===== src/rtl/hcm_pkg.sv =====
// ----------------------------------------------------------------------------
// hcm_pkg
// Shared types and constants for the hash count majority block.
// ----------------------------------------------------------------------------
package hcm_pkg;

  localparam int TABLE_SIZE_DEF = 4096;
  localparam int KEY_BITS_DEF   = 16;
  localparam int COUNT_BITS_DEF = 16;

  // Width of the set number kept with every slot. A slot is valid only when
  // its stored set number equals the current one.
  localparam int EPOCH_BITS = 8;

  localparam int              PROBE_BITS  = 5;
  localparam logic [PROBE_BITS-1:0] PROBE_RESET = 5'd10;

  typedef enum logic [2:0] {
    ST_CLEAR,
    ST_IDLE,
    ST_HASH,
    ST_PROBE
  } hcm_state_t;

  typedef struct packed {
    logic stored_ok;
    logic end_of_set;
    logic has_majority;
  } hcm_flags_t;

endpackage


===== src/rtl/hcm_engine.sv =====
// ----------------------------------------------------------------------------
// hcm_engine
// Probe sequencer: hashes the key, streams reads through the probe window,
// writes back the updated slot, keeps the set counters and wipes the table.
// ----------------------------------------------------------------------------
module hcm_engine
  import hcm_pkg::*;
#(
  parameter int TABLE_SIZE = TABLE_SIZE_DEF,
  parameter int KEY_BITS   = KEY_BITS_DEF,
  parameter int COUNT_BITS = COUNT_BITS_DEF
) (
  input  logic                                     clk,
  input  logic                                     rst_n,
  input  logic                                     start,
  output logic                                     busy,
  input  logic [KEY_BITS-1:0]                      in_color,
  input  logic                                     in_last,
  input  logic [PROBE_BITS-1:0]                    probe_limit,
  output logic                                     ram_we,
  output logic [$clog2(TABLE_SIZE)-1:0]            ram_addr,
  output logic [EPOCH_BITS+KEY_BITS+COUNT_BITS-1:0] ram_wdata,
  input  logic [EPOCH_BITS+KEY_BITS+COUNT_BITS-1:0] ram_rdata,
  output logic                                     out_valid,
  output hcm_flags_t                               out_flags,
  output logic [KEY_BITS-1:0]                      out_color
);

  localparam int ADDR_BITS = $clog2(TABLE_SIZE);
  localparam int WORD_BITS = EPOCH_BITS + KEY_BITS + COUNT_BITS;
  localparam int KEY_EXT   = (KEY_BITS > ADDR_BITS) ? KEY_BITS : ADDR_BITS;
  localparam int KIDX      = $clog2(KEY_BITS);
  localparam bit POW2      = (TABLE_SIZE & (TABLE_SIZE - 1)) == 0;
  localparam logic [ADDR_BITS-1:0]  LAST_SLOT = ADDR_BITS'(TABLE_SIZE - 1);
  localparam logic [ADDR_BITS:0]    TSIZE     = (ADDR_BITS + 1)'(TABLE_SIZE);
  localparam logic [COUNT_BITS-1:0] COUNT_MAX = {COUNT_BITS{1'b1}};

  hcm_state_t state_r, state_nxt;

  logic [KEY_BITS-1:0]   key_r, key_nxt;
  logic                  last_r, last_nxt;
  logic [ADDR_BITS-1:0]  pos_r, pos_nxt;
  logic [ADDR_BITS-1:0]  chk_pos_r, chk_pos_nxt;
  logic                  rd_pend_r, rd_pend_nxt;
  logic [PROBE_BITS-1:0] n_iss_r, n_iss_nxt;
  logic                  have_empty_r, have_empty_nxt;
  logic [ADDR_BITS-1:0]  empty_pos_r, empty_pos_nxt;
  logic [ADDR_BITS-1:0]  rem_r, rem_nxt;
  logic [KIDX-1:0]       hash_idx_r, hash_idx_nxt;
  logic [ADDR_BITS-1:0]  clr_addr_r, clr_addr_nxt;
  logic [EPOCH_BITS-1:0] epoch_r, epoch_nxt;
  logic [COUNT_BITS-1:0] items_r, items_nxt;
  logic [COUNT_BITS-1:0] best_tally_r, best_tally_nxt;
  logic [KEY_BITS-1:0]   best_key_r, best_key_nxt;
  logic                  out_valid_r, out_valid_nxt;
  hcm_flags_t            flags_r, flags_nxt;
  logic [KEY_BITS-1:0]   color_r, color_nxt;

  logic [KEY_EXT-1:0]    key_ext;
  logic [EPOCH_BITS-1:0] rd_epoch;
  logic [KEY_BITS-1:0]   rd_key;
  logic [COUNT_BITS-1:0] rd_tally;
  logic                  hit;
  logic                  empty_now;
  logic                  issue;
  logic                  done_probe;
  logic                  ok;
  logic [COUNT_BITS-1:0] tally_inc;
  logic [COUNT_BITS-1:0] new_tally;
  logic [COUNT_BITS-1:0] items_inc;
  logic [COUNT_BITS-1:0] best_upd;
  logic [KEY_BITS-1:0]   best_key_upd;
  logic [ADDR_BITS:0]    rem_shift;
  logic [ADDR_BITS:0]    rem_red;
  logic [ADDR_BITS-1:0]  pos_inc;
  logic [EPOCH_BITS-1:0] epoch_inc;

  assign key_ext  = KEY_EXT'(in_color);
  assign rd_epoch = ram_rdata[WORD_BITS-1 -: EPOCH_BITS];
  assign rd_key   = ram_rdata[COUNT_BITS +: KEY_BITS];
  assign rd_tally = ram_rdata[COUNT_BITS-1:0];

  // A slot written in an earlier set carries an older set number and reads
  // as empty.
  assign hit        = rd_pend_r && (rd_epoch == epoch_r) && (rd_key == key_r);
  assign empty_now  = rd_pend_r && (rd_epoch != epoch_r);
  assign done_probe = hit || (!rd_pend_r && (n_iss_r == probe_limit));
  assign issue      = !done_probe && (n_iss_r != probe_limit);

  assign tally_inc    = (rd_tally == COUNT_MAX) ? rd_tally : rd_tally + 1'b1;
  assign new_tally    = hit ? tally_inc : COUNT_BITS'(1);
  assign ok           = hit || have_empty_r;
  assign items_inc    = (items_r == COUNT_MAX) ? items_r : items_r + 1'b1;
  assign best_upd     = (ok && (new_tally > best_tally_r)) ? new_tally : best_tally_r;
  assign best_key_upd = (ok && (new_tally > best_tally_r)) ? key_r : best_key_r;

  assign rem_shift = {rem_r, key_r[hash_idx_r]};
  assign rem_red   = (rem_shift >= TSIZE) ? rem_shift - TSIZE : rem_shift;
  assign pos_inc   = (pos_r == LAST_SLOT) ? '0 : pos_r + 1'b1;
  assign epoch_inc = epoch_r + 1'b1;

  always_ff @(posedge clk) begin
    if (!rst_n) begin
      state_r      <= ST_CLEAR;
      rd_pend_r    <= 1'b0;
      clr_addr_r   <= '0;
      epoch_r      <= EPOCH_BITS'(1);
      items_r      <= '0;
      best_tally_r <= '0;
      best_key_r   <= '0;
      out_valid_r  <= 1'b0;
    end else begin
      state_r      <= state_nxt;
      rd_pend_r    <= rd_pend_nxt;
      clr_addr_r   <= clr_addr_nxt;
      epoch_r      <= epoch_nxt;
      items_r      <= items_nxt;
      best_tally_r <= best_tally_nxt;
      best_key_r   <= best_key_nxt;
      out_valid_r  <= out_valid_nxt;
    end
  end

  always_ff @(posedge clk) begin
    key_r        <= key_nxt;
    last_r       <= last_nxt;
    pos_r        <= pos_nxt;
    chk_pos_r    <= chk_pos_nxt;
    n_iss_r      <= n_iss_nxt;
    have_empty_r <= have_empty_nxt;
    empty_pos_r  <= empty_pos_nxt;
    rem_r        <= rem_nxt;
    hash_idx_r   <= hash_idx_nxt;
    flags_r      <= flags_nxt;
    color_r      <= color_nxt;
  end

  always_comb begin
    state_nxt      = state_r;
    key_nxt        = key_r;
    last_nxt       = last_r;
    pos_nxt        = pos_r;
    chk_pos_nxt    = chk_pos_r;
    rd_pend_nxt    = 1'b0;
    n_iss_nxt      = n_iss_r;
    have_empty_nxt = have_empty_r;
    empty_pos_nxt  = empty_pos_r;
    rem_nxt        = rem_r;
    hash_idx_nxt   = hash_idx_r;
    clr_addr_nxt   = clr_addr_r;
    epoch_nxt      = epoch_r;
    items_nxt      = items_r;
    best_tally_nxt = best_tally_r;
    best_key_nxt   = best_key_r;
    out_valid_nxt  = 1'b0;
    flags_nxt      = flags_r;
    color_nxt      = color_r;
    ram_we         = 1'b0;
    ram_addr       = pos_r;
    ram_wdata      = '0;

    unique case (state_r)
      ST_CLEAR: begin
        ram_we    = 1'b1;
        ram_addr  = clr_addr_r;
        ram_wdata = '0;
        if (clr_addr_r == LAST_SLOT) begin
          clr_addr_nxt = '0;
          epoch_nxt    = EPOCH_BITS'(1);
          state_nxt    = ST_IDLE;
        end else begin
          clr_addr_nxt = clr_addr_r + 1'b1;
        end
      end

      ST_IDLE: begin
        if (start) begin
          key_nxt        = in_color;
          last_nxt       = in_last;
          n_iss_nxt      = '0;
          have_empty_nxt = 1'b0;
          if (POW2) begin
            pos_nxt   = key_ext[ADDR_BITS-1:0];
            state_nxt = ST_PROBE;
          end else begin
            rem_nxt      = '0;
            hash_idx_nxt = KIDX'(KEY_BITS - 1);
            state_nxt    = ST_HASH;
          end
        end
      end

      // Home slot by restoring reduction, one key bit per cycle, MSB first.
      ST_HASH: begin
        rem_nxt = rem_red[ADDR_BITS-1:0];
        if (hash_idx_r == '0) begin
          pos_nxt   = rem_red[ADDR_BITS-1:0];
          state_nxt = ST_PROBE;
        end else begin
          hash_idx_nxt = hash_idx_r - 1'b1;
        end
      end

      ST_PROBE: begin
        // Reads stream one per cycle; the word for chk_pos_r arrives now.
        if (empty_now) begin
          have_empty_nxt = 1'b1;
          empty_pos_nxt  = chk_pos_r;
        end
        if (issue) begin
          ram_addr    = pos_r;
          chk_pos_nxt = pos_r;
          rd_pend_nxt = 1'b1;
          pos_nxt     = pos_inc;
          n_iss_nxt   = n_iss_r + 1'b1;
        end
        if (done_probe) begin
          ram_we    = ok;
          ram_addr  = hit ? chk_pos_r : empty_pos_r;
          ram_wdata = {epoch_r, key_r, new_tally};

          out_valid_nxt          = 1'b1;
          flags_nxt.stored_ok    = ok;
          flags_nxt.end_of_set   = last_r;
          flags_nxt.has_majority = last_r && (best_upd > (items_inc >> 1));
          color_nxt = (last_r && (best_upd > (items_inc >> 1))) ? best_key_upd : '0;

          if (last_r) begin
            items_nxt      = '0;
            best_tally_nxt = '0;
            best_key_nxt   = '0;
            epoch_nxt      = epoch_inc;
            // Set numbers have run out: wipe the table before reuse.
            state_nxt      = (epoch_inc == '0) ? ST_CLEAR : ST_IDLE;
          end else begin
            items_nxt      = items_inc;
            best_tally_nxt = best_upd;
            best_key_nxt   = best_key_upd;
            state_nxt      = ST_IDLE;
          end
        end
      end

      default: begin
        state_nxt = ST_IDLE;
      end
    endcase
  end

  assign busy      = (state_r != ST_IDLE);
  assign out_valid = out_valid_r;
  assign out_flags = flags_r;
  assign out_color = color_r;

endmodule


===== config.mk =====
export PLATFORM = sky130hd
export DESIGN_NAME = hcm_engine
export DESIGN_NICKNAME = d
export VERILOG_FILES = /design/src/rtl/hcm_pkg.sv /design/src/rtl/hcm_engine.sv
export SDC_FILE = /design/constraint.sdc
export NUM_CORES = 1
export LEC_CHECK = 0
export BUFFER_PORTS_ARGS = -buffer_cell sky130_fd_sc_hd__buf_2
export CORE_ASPECT_RATIO = 0.7
export CORE_MARGIN = 2
export CORE_UTILIZATION = 55
export CTS_CLUSTER_DIAMETER = 80
export DETAILED_ROUTE_END_ITERATION = 8
export MAX_ROUTING_LAYER = met4
export PLACE_DENSITY = 0.78
export SLEW_MARGIN = 25
export SYNTH_ARGS = -nofsm -noshare
export SYNTH_HDL_FRONTEND = slang
export SYNTH_SLANG_ARGS = --single-unit
export TNS_END_PERCENT = 30

===== constraint.sdc =====
create_clock -name clk -period 12.4 [get_ports clk]
set_clock_uncertainty 0.1 [all_clocks]
set_input_delay 1.24 -clock clk [delete_from_list [all_inputs] [get_ports clk]]
set_output_delay 1.24 -clock clk [all_outputs]
set_load 0.01 [all_outputs]

==> summary.txt <==
routed len/inst -> 19.76 um
antenna violations before repair -> 1
met2 Usage GRT -> 39.86%
Least-Margin Pin Slew -> 1.002 ns
Root Driver -> clkbuf_16
CTS resizes -> 0
DRT iter0 DRCs -> 892
Crit path largest cell delay -> 0.73 ns
final setup vio count -> 0
Worst Hold Class -> register to register
proportion of netlist area held by the largest area contributor -> 29.84%
CTS Hold Bufs -> 0
Seq/Total Area, Yosys -> 45.24%
TNS Setup -> 0 ns
worst vdd ir -> 0.09539 mV
final core area utilization -> 65.23%
Cells after Synth -> 941
Die Wd -> 159.9 um
Die Area -> 18090 um2
Ys Warns -> 0
Post-synth ARST share -> 0%
crit-path cells -> buf_2, xor2_1, nor4_2, nand2_1, or3_1, buf_4, a21oi_1, ha_1, nand4_1, nor3_1, a21boi_1, o41a_1, and2_1, buf_4, mux2_2, ha_1, a21o_1, a21o_1, a21oi_1, o2111a_1, nor3_1, o31ai_4, a21oi_1
Rel. slew slack -> 32.98%
CTS tree -> done
cells on worst reg2reg path -> 22
leakage -> 4.160 nW
vias in the first global route -> 7269
max cap viols -> 0
Initial DRT Pass Iterations -> 6
GPL Wtd Cong -> 0.9932
Critical Path AT -> 7.24 ns
layout cells sized above 1 -> 20.56%
Hold WS -> 0.3373 ns
GRT Residual Overflow -> 0
total routed wirelength -> 25610 um
GR Util met1 -> 43.57%
Hold Crit Depth -> 0
outcome -> complete, no violations
slowest CP cell -> o31ai_4
Mapped Avg Cell Area -> 9.946 um2
CTS Buf Count -> 17
global-route wire length before repair -> 40380 um
clk buf depth -> 2
CP Launch Type -> input port
pwr dens -> 128.3 nW/um2
Routed Antenna Nets -> 0
GR Layer Usage met3 -> 7.735%
Hold Fails Final Rpt -> 0
# clock sinks -> 165
Design Power -> 1.380 mW
DP Wirelength -> 17890 um
top_reg_cell synth -> edfxtp_1
clock slew seen by the registers of the worst setup and hold paths -> 0.07 ns
Initial Utilization -> 56.74%
fmax -> 0.1391 GHz
fill count -> 1334
synthesis-to-finish area growth -> 14.95%
Final #Nets -> 1166
largest net degree at the start of global routing -> 50
Core Footprint -> 16490 um2
worst skew pair latency -> 0.43 ns
Synth top cells by count -> nand2_1 (95), edfxtp_1 (93), dfxtp_1 (72)
Vias/cell -> 6.196
synthesis-stage register bit count -> 165
CP Class -> input port to register
Worst EP required -> 12.45 ns
Vias -> 8030
# IOs -> 139
RSZ-0062 raised after global routing -> no
Net Count, Synth -> 1050
mapped cell area -> 9359 um2
DP Cell Count -> 1263
Layout Cells excl Fill -> 1296
crit-path max FO -> 33
Synth area leader -> edfxtp_1
die height -> 113.1 um
Slew Viols, Final -> 0
GR Util All Layers -> 29.40%
top cells by area, synth -> edfxtp_1 (30%), dfxtp_1 (15%), ha_1 (5.9%)
number of synthesized flops with an enable pin -> 93
drc violations -> 0
num rows -> 39
count of different cell masters after synthesis -> 69
endpoint type of the worst setup path -> register
most frequent cell after synthesis -> nand2_1
min Tclk post-route -> 7.188 ns
part of the cycle the worst path needs -> 57.96%
Top Usage Layer GRT -> met1
IO buf count -> 138
Setup Buffers After CTS -> 0
H-tree levels -> 4
Worst path most repeated cell -> a21oi_1
final timing paths:
| path | start | end | slack, ns |
|---|---|---|---|
| hold reg to reg | chk_pos_r[6]$_DFFE_PP_ | empty_pos_r[6]$_DFFE_PP_ | 0.34 |
| setup / recovery | ram_rdata[34] | out_color[15]$_SDFFCE_PN0P_ | 5.21 |
| hold / removal | chk_pos_r[6]$_DFFE_PP_ | empty_pos_r[6]$_DFFE_PP_ | 0.34 |
| setup reg to reg | epoch_r[2]$_SDFFE_PN0P_ | out_color[15]$_SDFFCE_PN0P_ | 5.62 |
through the flow:
stage               worst slack (ns)  instance area, um2
detailed placement             4.865               10170
floorplan                      5.813                9359
global route                   4.687               10760
finish                         5.212               10760
CTS                            5.309               10750
global placement               5.131               10170
cell type report:
cell class                 count  area [um2]  area share, %
inverter                      29       108.9          1.012
timing repair buffer         146       750.7          6.978
tap                          225       281.5          2.617
antenna                        1       2.502        0.02326
sequential                   165        4234          39.36
multi-input combinational    698        4798          44.60
clock buffer                  18       429.2          3.989
clock inverter                14       152.6          1.419
cells by family after synthesis:
group	synth area share (%)
compound gates	14.97
fa+ha+maj	5.882
mux	4.385
simple gates	18.76
buf+inv	3.556
flops	45.24
xor+xnor	7.206
where the power goes:
group / internal, mW / switching (mW) / total [mW]
logic: 0.0723 / 0.132 / 0.204
registers: 0.609 / 0.0365 / 0.646
clock network: 0.287 / 0.244 / 0.531
flip-flops by register name, summed over array words and instances (netlist names), 2 cells and up:
signal        count
best_key_r       16
best_tally_r     16
chk_pos_r        12
clr_addr_r       12
empty_pos_r      12
epoch_r           8
hash_idx_r        4
items_r          16
key_r            16
n_iss_r           5
out_color        16
out_flags         3
pos_r            12
rem_r            11
state_r           2
layer usage:
layer	share of wire, %	vias to the layer above	wire length, um
li1	-	3713	-
met1	46	3842	11840
met5	0	-	0
met3	11	26	2860
met2	41	449	10600
met4	1.2	0	300
layout by cell type (no fill, tap or decap), types with 4 or more instances in the layout:
| cell | netlist | layout |
|---|---|---|
| inv_6 | 0 | 7 |
| inv_1 | 26 | 26 |
| a21oi_1 | 62 | 62 |
| and3_1 | 16 | 16 |
| nand4b_1 | 5 | 5 |
| ha_1 | 44 | 43 |
| or4_1 | 5 | 5 |
| dfxtp_1 | 72 | 72 |
| xor2_1 | 58 | 58 |
| inv_8 | 0 | 4 |
| and4_1 | 6 | 6 |
| nand4_1 | 23 | 23 |
| mux2i_1 | 5 | 5 |
| mux2_2 | 22 | 22 |
| a22oi_1 | 27 | 27 |
| edfxtp_1 | 93 | 93 |
| nor4_1 | 8 | 8 |
| xnor2_1 | 19 | 19 |
| nand2_1 | 95 | 95 |
| mux4_2 | 5 | 5 |
| or3_1 | 15 | 15 |
| o21ai_0 | 35 | 35 |
| clkbuf_16 | 0 | 17 |
| buf_2 | 14 | 138 |
| o2bb2ai_1 | 13 | 13 |
| buf_4 | 0 | 8 |
| a21o_1 | 7 | 7 |
| nand3_1 | 30 | 30 |
| nor2_1 | 57 | 56 |
| a22o_1 | 30 | 30 |
| nor2b_1 | 5 | 5 |
| nor3_1 | 24 | 24 |
| and2_1 | 35 | 35 |
worst max-delay path, delay by kind of cell:
kind            cells  cell delay [ns]
xor+xnor            1             0.15
buf+inv             3             0.70
simple gates        7             1.78
compound gates      9             2.46
fa+ha+maj           2             0.49
mux                 1             0.38
No activity file was read; power rests on OpenSTA's default activity.
